===== src/hdl/mtep_pkg.sv =====
package mtep_pkg;

  // Longest variable-length number, in bytes
  localparam int MAX_VLQ_BYTES = 4;

  localparam int NumW = 28;

  // Result kinds
  localparam logic [1:0] KIND_HEADER  = 2'd0;
  localparam logic [1:0] KIND_PAYLOAD = 2'd1;
  localparam logic [1:0] KIND_ERROR   = 2'd2;

  // Event classes
  localparam logic [1:0] CLASS_CHAN  = 2'd0;
  localparam logic [1:0] CLASS_SYSEX = 2'd1;
  localparam logic [1:0] CLASS_META  = 2'd2;

  // Error codes
  localparam logic [2:0] ERR_NONE      = 3'd0;
  localparam logic [2:0] ERR_NO_RSTAT  = 3'd1;
  localparam logic [2:0] ERR_UNKNOWN   = 3'd2;
  localparam logic [2:0] ERR_META_LEN  = 3'd3;
  localparam logic [2:0] ERR_OVERFLOW  = 3'd4;

  // Status bytes
  localparam logic [7:0] ST_SYSEX     = 8'hF0;
  localparam logic [7:0] ST_ESCAPE    = 8'hF7;
  localparam logic [7:0] ST_META      = 8'hFF;
  localparam logic [7:0] ST_SYSTEM    = 8'hF0;
  localparam logic [3:0] ST_PROG_CHG  = 4'hC;
  localparam logic [3:0] ST_CHAN_PRES = 4'hD;

  // Meta types
  localparam logic [7:0] META_SEQ_NUM   = 8'h00;
  localparam logic [7:0] META_TEXT_LO   = 8'h01;
  localparam logic [7:0] META_TEXT_HI   = 8'h07;
  localparam logic [7:0] META_CHAN_PFX  = 8'h20;
  localparam logic [7:0] META_PORT      = 8'h21;
  localparam logic [7:0] META_EOT       = 8'h2F;
  localparam logic [7:0] META_TEMPO     = 8'h51;
  localparam logic [7:0] META_SMPTE     = 8'h54;
  localparam logic [7:0] META_TIME_SIG  = 8'h58;
  localparam logic [7:0] META_KEY_SIG   = 8'h59;
  localparam logic [7:0] META_SEQ_SPEC  = 8'h7F;

  typedef struct packed {
    logic       known;
    logic       var_len;
    logic [2:0] len;
  } meta_info_t;

  typedef struct packed {
    logic [1:0]      kind;
    logic [1:0]      evclass;
    logic [7:0]      status;
    logic [7:0]      meta;
    logic [NumW-1:0] delta;
    logic [NumW-1:0] plen;
    logic [7:0]      pbyte;
    logic            last;
    logic            eot;
    logic [2:0]      err;
  } res_t;

  // Expected length of each known meta type
  function automatic meta_info_t meta_info(input logic [7:0] t);
    meta_info_t mi;
    mi = '{known: 1'b1, var_len: 1'b0, len: 3'd0};
    case (t) inside
      [META_TEXT_LO:META_TEXT_HI]: mi.var_len = 1'b1;
      META_SEQ_SPEC:               mi.var_len = 1'b1;
      META_SEQ_NUM:                mi.len = 3'd2;
      META_CHAN_PFX:               mi.len = 3'd1;
      META_PORT:                   mi.len = 3'd1;
      META_EOT:                    mi.len = 3'd0;
      META_TEMPO:                  mi.len = 3'd3;
      META_SMPTE:                  mi.len = 3'd5;
      META_TIME_SIG:               mi.len = 3'd4;
      META_KEY_SIG:                mi.len = 3'd2;
      default:                     mi.known = 1'b0;
    endcase
    return mi;
  endfunction

  // Data bytes of a channel message
  function automatic logic [1:0] chan_len(input logic [7:0] st);
    if (st[7:4] == ST_PROG_CHG || st[7:4] == ST_CHAN_PRES) begin
      return 2'd1;
    end
    return 2'd2;
  endfunction

  // Build one result; error results carry no length and no end-of-track flag
  function automatic res_t make_res(input logic [1:0] kind, input logic [1:0] evclass,
                                    input logic [7:0] status, input logic [7:0] meta,
                                    input logic [NumW-1:0] delta,
                                    input logic [NumW-1:0] plen, input logic [7:0] pbyte,
                                    input logic last, input logic [2:0] err);
    res_t r;
    r.kind    = kind;
    r.evclass = evclass;
    r.status  = status;
    r.meta    = meta;
    r.delta   = delta;
    r.plen    = (kind == KIND_ERROR) ? '0 : plen;
    r.pbyte   = pbyte;
    r.last    = last;
    r.eot     = (kind != KIND_ERROR) && (evclass == CLASS_META) && (meta == META_EOT);
    r.err     = err;
    return r;
  endfunction

endpackage


===== src/hdl/midi_track_event_parser.sv =====
// Channel  Dir  tdata (low bit up)                          tuser           tlast
// in_      in   in_byte[7:0]                                 track_start     -
// out_     out  status, meta_type, delta_ticks, payload_len, result_kind,    last_of_event
//               payload_byte, track_end, error_code          event_class
//
// One byte is taken per cycle while in_tready is high; the parser state updates in
// the same cycle and its results go into a four-entry result queue. A data byte under
// running status causes two results and costs two output transfers. in_tready is low
// while the queue holds more than two results.
// Reset (rst_n low, synchronous) clears the parser and empties the queue.
module midi_track_event_parser #(
  parameter int MaxVlqBytes = mtep_pkg::MAX_VLQ_BYTES
) (
  input  logic        clk,
  input  logic        rst_n,
  input  logic        in_tvalid,
  output logic        in_tready,
  input  logic [7:0]  in_tdata,   // in_byte[7:0]
  input  logic [0:0]  in_tuser,   // track_start[0]
  output logic        out_tvalid,
  input  logic        out_tready,
  output logic [87:0] out_tdata,  // status[7:0], meta_type[15:8], delta_ticks[43:16],
                                  // payload_length[71:44], payload_byte[79:72],
                                  // track_end[80], error_code[83:81], zero[87:84]
  output logic [3:0]  out_tuser,  // result_kind[1:0], event_class[3:2]
  output logic        out_tlast   // last_of_event
);
  import mtep_pkg::*;

  localparam int VlqCntW = $clog2(MaxVlqBytes + 1);

  typedef enum logic [2:0] {
    PH_DELTA, PH_STATUS, PH_MTYPE, PH_LEN, PH_DATA, PH_HALT
  } phase_t;

  phase_t              phase_r, phase_nxt, phase_e;
  logic [NumW-1:0]     delta_r, delta_nxt, delta_e;
  logic [VlqCntW-1:0]  vcnt_r, vcnt_nxt, vcnt_e;
  logic [7:0]          rstat_r, rstat_nxt, rstat_e;
  logic [1:0]          class_r, class_nxt, class_e;
  logic [7:0]          meta_r, meta_nxt, meta_e;
  logic [NumW-1:0]     left_r, left_nxt, left_e;
  logic [7:0]          cstat_r, cstat_nxt, cstat_e;
  logic [NumW-1:0]     elen_r, elen_nxt, elen_e;

  logic [7:0]          b;
  logic                accept;
  logic [1:0]          n_res;
  res_t                res0, res1;
  logic                end_ev;

  logic [NumW-1:0]     vlq_acc, vlq_new;
  logic                vlq_wide;
  logic                vlq_ovf;
  meta_info_t          mi;
  meta_info_t          mi_in;
  logic [1:0]          clen;
  logic [NumW-1:0]     left_dec;

  res_t                fifo_r [4];
  logic [1:0]          wr_ptr_r, rd_ptr_r;
  logic [2:0]          count_r;
  logic                pop;
  logic [1:0]          n_push;
  res_t                head;

  assign b      = in_tdata;
  assign accept = in_tvalid && in_tready;

  // Start of track clears everything before the byte is taken
  always_comb begin
    if (in_tuser[0]) begin
      phase_e = PH_DELTA;
      delta_e = '0;
      vcnt_e  = '0;
      rstat_e = '0;
      class_e = CLASS_CHAN;
      meta_e  = '0;
      left_e  = '0;
      cstat_e = '0;
      elen_e  = '0;
    end else begin
      phase_e = phase_r;
      delta_e = delta_r;
      vcnt_e  = vcnt_r;
      rstat_e = rstat_r;
      class_e = class_r;
      meta_e  = meta_r;
      left_e  = left_r;
      cstat_e = cstat_r;
      elen_e  = elen_r;
    end
  end

  // Shared variable-length number step
  assign vlq_acc  = (phase_e == PH_DELTA) ? delta_e : left_e;
  assign vlq_new  = {vlq_acc[NumW-8:0], b[6:0]};
  assign vlq_wide = (vlq_acc[NumW-1:NumW-7] != '0);
  assign vlq_ovf  = vlq_wide || (b[7] && (int'(vcnt_e) + 1 >= MaxVlqBytes));

  assign mi       = meta_info(meta_e);
  assign mi_in    = meta_info(b);
  assign left_dec = left_e - NumW'(1);

  // Decode one byte
  always_comb begin
    phase_nxt = phase_e;
    delta_nxt = delta_e;
    vcnt_nxt  = vcnt_e;
    rstat_nxt = rstat_e;
    class_nxt = class_e;
    meta_nxt  = meta_e;
    left_nxt  = left_e;
    cstat_nxt = cstat_e;
    elen_nxt  = elen_e;
    n_res     = 2'd0;
    res0      = '0;
    res1      = '0;
    end_ev    = 1'b0;
    clen      = chan_len(rstat_e);

    case (phase_e)
      PH_DELTA: begin
        if (vlq_ovf) begin
          // A number cut off by its byte count keeps the group just taken; one too wide does not
          res0 = make_res(KIND_ERROR, class_e, cstat_e, meta_e,
                          vlq_wide ? delta_e : vlq_new, '0, 8'd0,
                          1'b1, ERR_OVERFLOW);
          n_res = 2'd1;
          phase_nxt = PH_HALT;
        end else begin
          delta_nxt = vlq_new;
          if (b[7]) begin
            vcnt_nxt = vcnt_e + VlqCntW'(1);
          end else begin
            vcnt_nxt  = '0;
            phase_nxt = PH_STATUS;
          end
        end
      end

      PH_STATUS: begin
        if (!b[7]) begin
          // Running status: header and first data byte together
          if (rstat_e == '0) begin
            res0 = make_res(KIND_ERROR, class_e, cstat_e, meta_e, delta_e, '0, 8'd0,
                            1'b1, ERR_NO_RSTAT);
            n_res = 2'd1;
            phase_nxt = PH_HALT;
          end else begin
            cstat_nxt = rstat_e;
            class_nxt = CLASS_CHAN;
            elen_nxt  = NumW'(clen);
            res0 = make_res(KIND_HEADER, CLASS_CHAN, rstat_e, meta_e, delta_e,
                            NumW'(clen), 8'd0, 1'b0, ERR_NONE);
            res1 = make_res(KIND_PAYLOAD, CLASS_CHAN, rstat_e, meta_e, delta_e,
                            NumW'(clen), b, clen == 2'd1, ERR_NONE);
            n_res = 2'd2;
            if (clen == 2'd1) begin
              end_ev = 1'b1;
            end else begin
              left_nxt  = NumW'(1);
              phase_nxt = PH_DATA;
            end
          end
        end else if (b < ST_SYSTEM) begin
          cstat_nxt = b;
          rstat_nxt = b;
          class_nxt = CLASS_CHAN;
          elen_nxt  = NumW'(chan_len(b));
          left_nxt  = NumW'(chan_len(b));
          res0 = make_res(KIND_HEADER, CLASS_CHAN, b, meta_e, delta_e,
                          NumW'(chan_len(b)), 8'd0, 1'b0, ERR_NONE);
          n_res = 2'd1;
          phase_nxt = PH_DATA;
        end else if (b == ST_META) begin
          cstat_nxt = b;
          rstat_nxt = '0;
          class_nxt = CLASS_META;
          phase_nxt = PH_MTYPE;
        end else if (b == ST_SYSEX || b == ST_ESCAPE) begin
          cstat_nxt = b;
          rstat_nxt = '0;
          class_nxt = CLASS_SYSEX;
          left_nxt  = '0;
          vcnt_nxt  = '0;
          phase_nxt = PH_LEN;
        end else begin
          cstat_nxt = b;
          res0 = make_res(KIND_ERROR, class_e, b, meta_e, delta_e, '0, 8'd0,
                          1'b1, ERR_UNKNOWN);
          n_res = 2'd1;
          phase_nxt = PH_HALT;
        end
      end

      PH_MTYPE: begin
        meta_nxt = b;
        if (!mi_in.known) begin
          res0 = make_res(KIND_ERROR, class_e, cstat_e, b, delta_e, '0, 8'd0,
                          1'b1, ERR_UNKNOWN);
          n_res = 2'd1;
          phase_nxt = PH_HALT;
        end else begin
          left_nxt  = '0;
          vcnt_nxt  = '0;
          phase_nxt = PH_LEN;
        end
      end

      PH_LEN: begin
        if (vlq_ovf) begin
          res0 = make_res(KIND_ERROR, class_e, cstat_e, meta_e, delta_e, '0, 8'd0,
                          1'b1, ERR_OVERFLOW);
          n_res = 2'd1;
          phase_nxt = PH_HALT;
        end else if (b[7]) begin
          left_nxt = vlq_new;
          vcnt_nxt = vcnt_e + VlqCntW'(1);
        end else if (class_e == CLASS_META && mi.known && !mi.var_len &&
                     vlq_new != NumW'(mi.len)) begin
          left_nxt = vlq_new;
          vcnt_nxt = '0;
          res0 = make_res(KIND_ERROR, class_e, cstat_e, meta_e, delta_e, '0, 8'd0,
                          1'b1, ERR_META_LEN);
          n_res = 2'd1;
          phase_nxt = PH_HALT;
        end else begin
          left_nxt = vlq_new;
          vcnt_nxt = '0;
          elen_nxt = vlq_new;
          res0 = make_res(KIND_HEADER, class_e, cstat_e, meta_e, delta_e, vlq_new,
                          8'd0, vlq_new == '0, ERR_NONE);
          n_res = 2'd1;
          if (vlq_new == '0) begin
            end_ev = 1'b1;
          end else begin
            phase_nxt = PH_DATA;
          end
        end
      end

      PH_DATA: begin
        left_nxt = left_dec;
        res0 = make_res(KIND_PAYLOAD, class_e, cstat_e, meta_e, delta_e, elen_e, b,
                        left_dec == '0, ERR_NONE);
        n_res = 2'd1;
        end_ev = (left_dec == '0);
      end

      default: begin
        // Halted: drop bytes until a new track starts
      end
    endcase

    // Close the event: halt on end of track, else clear for the next one
    if (end_ev) begin
      if (class_nxt == CLASS_META && meta_nxt == META_EOT) begin
        phase_nxt = PH_HALT;
      end else begin
        phase_nxt = PH_DELTA;
        delta_nxt = '0;
        vcnt_nxt  = '0;
        class_nxt = CLASS_CHAN;
        meta_nxt  = '0;
        left_nxt  = '0;
        cstat_nxt = '0;
        elen_nxt  = '0;
      end
    end
  end

  // Hold parser state
  always_ff @(posedge clk) begin
    if (!rst_n) begin
      phase_r <= PH_DELTA;
      delta_r <= '0;
      vcnt_r  <= '0;
      rstat_r <= '0;
      class_r <= CLASS_CHAN;
      meta_r  <= '0;
      left_r  <= '0;
      cstat_r <= '0;
      elen_r  <= '0;
    end else if (accept) begin
      phase_r <= phase_nxt;
      delta_r <= delta_nxt;
      vcnt_r  <= vcnt_nxt;
      rstat_r <= rstat_nxt;
      class_r <= class_nxt;
      meta_r  <= meta_nxt;
      left_r  <= left_nxt;
      cstat_r <= cstat_nxt;
      elen_r  <= elen_nxt;
    end
  end

  // Result queue
  assign in_tready = (count_r <= 3'd2);
  assign pop       = out_tvalid && out_tready;
  assign n_push    = accept ? n_res : 2'd0;

  always_ff @(posedge clk) begin
    if (!rst_n) begin
      wr_ptr_r <= '0;
      rd_ptr_r <= '0;
      count_r  <= '0;
    end else begin
      wr_ptr_r <= wr_ptr_r + n_push;
      rd_ptr_r <= rd_ptr_r + 2'(pop);
      count_r  <= count_r + 3'(n_push) - 3'(pop);
    end
  end

  always_ff @(posedge clk) begin
    if (n_push != 2'd0) begin
      fifo_r[wr_ptr_r] <= res0;
    end
    if (n_push == 2'd2) begin
      fifo_r[wr_ptr_r + 2'd1] <= res1;
    end
  end

  // Present the oldest result
  assign head       = fifo_r[rd_ptr_r];
  assign out_tvalid = (count_r != 3'd0);
  assign out_tdata  = {4'd0, head.err, head.eot, head.pbyte, head.plen, head.delta,
                       head.meta, head.status};
  assign out_tuser  = {head.evclass, head.kind};
  assign out_tlast  = head.last;

endmodule

===== config.mk =====
export PLATFORM = sky130hd
export DESIGN_NAME = midi_track_event_parser
export DESIGN_NICKNAME = d
export VERILOG_FILES = /design/src/hdl/mtep_pkg.sv /design/src/hdl/midi_track_event_parser.sv
export SDC_FILE = /design/constraint.sdc
export NUM_CORES = 1
export LEC_CHECK = 0
export BUFFER_PORTS_ARGS = -buffer_cell sky130_fd_sc_hd__buf_2
export CORE_ASPECT_RATIO = 2
export CORE_MARGIN = 5
export CORE_UTILIZATION = 35
export DETAILED_ROUTE_END_ITERATION = 6
export HOLD_SLACK_MARGIN = 0.05
export PLACE_DENSITY = 0.47
export SLEW_MARGIN = 20
export SYNTH_ARGS = -nofsm -noshare
export SYNTH_HDL_FRONTEND = slang
export SYNTH_SLANG_ARGS = --single-unit

===== constraint.sdc =====
create_clock -name clk -period 6.55 [get_ports clk]
set_input_delay 0.3275 -clock clk [delete_from_list [all_inputs] [get_ports clk]]
set_output_delay 0.3275 -clock clk [all_outputs]
set_load 0.01 [all_outputs]

==> results.yml <==
outcome:
  outcome: "completed"
detailed_routing:
  routedLengthMet1_um: 31800
  route.detailed.drc: 0
  remaining_number_of_nets_flagged_by_the_antenna_check_after_routing: 0
  met3_length_um: 4090
  routed_wl_um: 83200
  avgViaCountPerCell: 6.06
  routed-via-count: 18800
  highest-signal-layer: "met5"
  drt-pass1-iter-count: 6
  met2_wl_post_dr_um: 42900
  detail_route.wl_per_cell_um: 26.8
  iteration_0_drc_markers: 1332
place:
  final_estimated_routing_congestion_in_global_placement: 0.994
  post_dp_cell_area_um2: 24400
  hpwlAfterDp_um: 55500
  io_buffers: 103
floorplanning:
  die_x_um: 192
  start_util_pct: 35.2
  core_area_um2: 65600
  num_io_pins: 108
  row_count: 133
  die_area_um2: 71500
  vert_die_dim_um: 373
sta:
  final_hold_viol_count: 0
  hold_slack_ns: 0.142
  min_period_ns: 4.78
  finalClockSkew_ns: 0.0282
  worstMarginPinSlew_ns: 1.17
  setup_viol_count_final: 0
  fmax_ghz: 0.209
  rsz0062_at_grt: "no"
  slew-limit-headroom_pct: 22.2
  slew_viol_final: 0
  fin_tns_setup_ns: 0
  finalCritPeriodShare_pct: 73.0
cts:
  worst_skew_pair.late_latency_ns: 0.60
  cts_resized: 0
  cts_root_buf: "sky130_fd_sc_hd__clkbuf_16"
  cts.sinks: 479
  postCtsSetupBuffers: 0
  cts_tree: "done"
  number_of_buffers_added_by_the_clock_tree_synthesis_step: 45
  clkSlewWorstSetupHoldPaths_ns: 0.06
  clockBufferDepth: 3
  htreeDepth: 2
  ctsHoldBuffers: 0
yosys:
  synth-edff-count: 220
  synth-xor-area-share_pct: 0.835
  synth_area_per_cell_um2: 10.5
  synth_seq_area_share_pct: 51.1
  syn_area_um2: 23100
  synth_top_family_by_area: "compound AO/OA/AOI/OAI gates"
  synth.distinct_cells: 81
  synth_compound_gate_area_share_pct: 20.6
  main_synth_ff_type: "sky130_fd_sc_hd__dfxtp_1"
  synth_adder_area_share_pct: 0.520
  muxShareOfSynthArea_pct: 9.70
  yosysWarningCount: 0
  synth-async-reset-ratio_pct: 0
  post_synth_and_or_nand_nor_area_fraction_pct: 13.3
  post_synth_inst_count: 2203
  post_synthesis_register_bit_count: 479
final_layout:
  areaGrowthSynthToFinish_pct: 12.2
  post-route-cell-area_um2: 25900
  number_of_diodes_added_for_antenna_fixing: 0
  finish.utilization_pct: 39.5
  num-fill-cells: 6464
  post_route_cells_drive_above_1_share_pct: 16.5
  final_nets: 2218
global_route:
  antenna_found_initial: 1
  gr-usage-all-layers_pct: 22.7
  globalRouteOverflowTotal: 0
  grt_start_max_net_pins: 85
  first_global_vias: 19300
  grt_first_pass_wirelength_um: 124000
worst_setup_path:
  cp-start-kind: "flip-flop"
  crit-reg2reg-launch: "phase_r[0]"
  timing_worst_setup_path_type: "flip-flop to flip-flop"
  r2r-end: "fifo_r[1][78]"
  timing.critical_path.fanout_max: 43
  critPathLaunch: "phase_r[0]"
  critical_path_s_largest_stage_delay_ns: 0.68
  worstSetupEndpointType: "flip-flop"
  worst-endpoint-arrival_ns: 5.06
  cp_cell_sequence: "or3_1 > a211oi_1 > a211o_1 > and2_1 > nor4_1 > o21ai_1 > nand2_4 > nand2_2 > buf_12"
  ff2ff_path_depth: 9
  cp_slowest_cell: "sky130_fd_sc_hd__nand2_2"
  timing.critical_path.required_ns: 6.83
  timing.reg2reg.setup_slack_ns: 1.77
power:
  power_leakage_nw: 8.55
  worst_ir_drop_vdd_v: 0.000195
  power_density_of_the_placed_cells_nw_per_um2: 288
  design_power_total_w: 0.00747
hold_path:
  worst_hold_path.endpoint: "rstat_r[4]"
  worst_hold_startpoint: "in_tdata[4]"
  hold_path_class: "primary input to flip-flop"
  hold_path_cells: 3
flow_run:
  drv.max_cap_violation_count: 0
[where the power goes]
part           leakage [nW]  switching (W)  total, W  internal, W
Combinational          3.61       0.000929   0.00151     0.000577
Sequential             4.24      0.0000931   0.00327      0.00317
Clock                 0.705        0.00120   0.00270      0.00150
[flip-flops by register name, indices dropped and copies added (netlist names)]
name,cells
fifo_r,356
delta_r,28
elen_r,28
left_r,28
cstat_r,8
meta_r,8
rstat_r,8
count_r,3
phase_r,3
vcnt_r,3
class_r,2
rd_ptr_r,2
wr_ptr_r,2
[synthesized netlist by cell type (all sizes together), types with 4 or more instances]
cell type / count / share of area (%)
dfxtp: 259 / 22
edfxtp: 220 / 29
o22ai: 196 / 5.3
o21ai: 192 / 4.2
clkbuf: 168 / 2.7
nand3: 154 / 3.3
nand2: 132 / 2.1
a21oi: 107 / 2.4
nor2: 105 / 1.7
mux4: 89 / 8.7
a22oi: 63 / 2.0
buf: 48 / 0.97
a22o: 42 / 1.6
nor3: 42 / 0.91
a211oi: 33 / 1.1
nor2b: 32 / 0.87
nor4: 28 / 0.88
and2: 21 / 0.57
a32o: 19 / 0.82
mux2i: 19 / 0.82
and3: 18 / 0.49
o2bb2ai: 18 / 0.68
or3: 18 / 0.49
inv: 17 / 0.28
xnor2: 14 / 0.53
nand4: 13 / 0.38
or2: 11 / 0.30
a31oi: 8 / 0.22
ha: 8 / 0.43
nand2b: 8 / 0.22
xor2: 8 / 0.30
o31ai: 7 / 0.23
or4: 6 / 0.21
a21boi: 5 / 0.16
a21o: 5 / 0.16
nor3b: 5 / 0.16
nor4b: 5 / 0.19
o211ai: 5 / 0.16
mux2: 4 / 0.20
o41ai: 4 / 0.30
[worst max path at each step]
stage                     slack, ns       endpoint
final                          1.77  fifo_r[1][78]
after global routing           1.60  fifo_r[1][78]
after CTS                      1.79  fifo_r[1][78]
after detailed placement       1.65     elen_r[13]
after global placement         1.74  fifo_r[1][78]
after floorplan                0.94  fifo_r[3][10]
[per-layer routing]
layer  global-route usage, %  vias to the layer above
li1                        -                     8557
met1                    26.4                     9342
met2                    40.8                      727
met3                    2.84                      189
met4                    11.1                        2
met5                       0                        -
[per-stage QoR]
stage | worst slack [ns] | instances
2_1_floorplan | 0.936 | 2206
3_3_place_gp | 1.74 | 3026
3_5_place_dp | 1.65 | 3026
4_1_cts | 1.79 | 3107
5_1_grt | 1.60 | 3107
6_report | 1.77 | 3107
[area by class of cell]
type	instances	area, um^2	area share, %
Multi-Input combinational cell	1492	10500	40.6
Tap cell	877	1100	4.24
Clock buffer	62	1250	4.83
Clock inverter	19	210	0.811
Inverter	19	71.3	0.275
Sequential cell	479	11800	45.5
Timing Repair Buffer	159	961	3.71
[cell usage in the layout (no fill, tap or decap), types with 6 or more instances in the layout]
| master | Yosys | final |
|---|---|---|
| sky130_fd_sc_hd__nor2b_1 | 32 | 32 |
| sky130_fd_sc_hd__o2bb2ai_1 | 18 | 18 |
| sky130_fd_sc_hd__xnor2_1 | 14 | 14 |
| sky130_fd_sc_hd__a21oi_1 | 106 | 104 |
| sky130_fd_sc_hd__buf_2 | 11 | 103 |
| sky130_fd_sc_hd__nor3_1 | 42 | 37 |
| sky130_fd_sc_hd__a31oi_1 | 8 | 8 |
| sky130_fd_sc_hd__nand2b_1 | 8 | 8 |
| sky130_fd_sc_hd__mux2i_1 | 19 | 19 |
| sky130_fd_sc_hd__nand4_1 | 12 | 12 |
| sky130_fd_sc_hd__clkbuf_1 | 168 | 11 |
| sky130_fd_sc_hd__ha_1 | 8 | 8 |
| sky130_fd_sc_hd__edfxtp_1 | 220 | 220 |
| sky130_fd_sc_hd__or3_1 | 18 | 18 |
| sky130_fd_sc_hd__a211oi_1 | 33 | 33 |
| sky130_fd_sc_hd__nor2_1 | 105 | 105 |
| sky130_fd_sc_hd__inv_1 | 17 | 17 |
| sky130_fd_sc_hd__buf_4 | 4 | 54 |
| sky130_fd_sc_hd__dfxtp_1 | 259 | 257 |
| sky130_fd_sc_hd__a22o_1 | 42 | 42 |
| sky130_fd_sc_hd__nand2_1 | 132 | 122 |
| sky130_fd_sc_hd__nand3_1 | 154 | 152 |
| sky130_fd_sc_hd__and3_1 | 18 | 18 |
| sky130_fd_sc_hd__clkbuf_16 | 0 | 45 |
| sky130_fd_sc_hd__mux4_2 | 89 | 89 |
| sky130_fd_sc_hd__clkbuf_8 | 0 | 6 |
| sky130_fd_sc_hd__nand2_4 | 0 | 6 |
| sky130_fd_sc_hd__o22ai_1 | 196 | 196 |
| sky130_fd_sc_hd__o21ai_0 | 189 | 189 |
| sky130_fd_sc_hd__or2_2 | 11 | 11 |
| sky130_fd_sc_hd__xor2_1 | 8 | 8 |
| sky130_fd_sc_hd__a22oi_1 | 63 | 63 |
| sky130_fd_sc_hd__and2_1 | 19 | 20 |
| sky130_fd_sc_hd__o31ai_1 | 7 | 7 |
| sky130_fd_sc_hd__a32o_1 | 19 | 19 |
| sky130_fd_sc_hd__nor4_1 | 25 | 23 |
[kinds of logic after synthesis]
| kind of cell | count (synthesis) |
|---|---|
| multiplexers | 112 |
| AO/OA/AOI/OAI | 737 |
| XOR/XNOR | 22 |
| AND/OR/NAND/NOR | 608 |
| adder cells (fa/ha/maj) | 9 |
| other | 1 |
| buffers and inverters | 235 |
| flip-flops | 479 |
[worst max-delay path, delay by kind of cell, from the launching register on]
family	cells	cell delay, ns
AND/OR/NAND/NOR	5	2.13
AO/OA/AOI/OAI	3	1.45
flip-flops	1	0.50
buffers and inverters	1	0.32
Power figures use the tool's default switching activity.
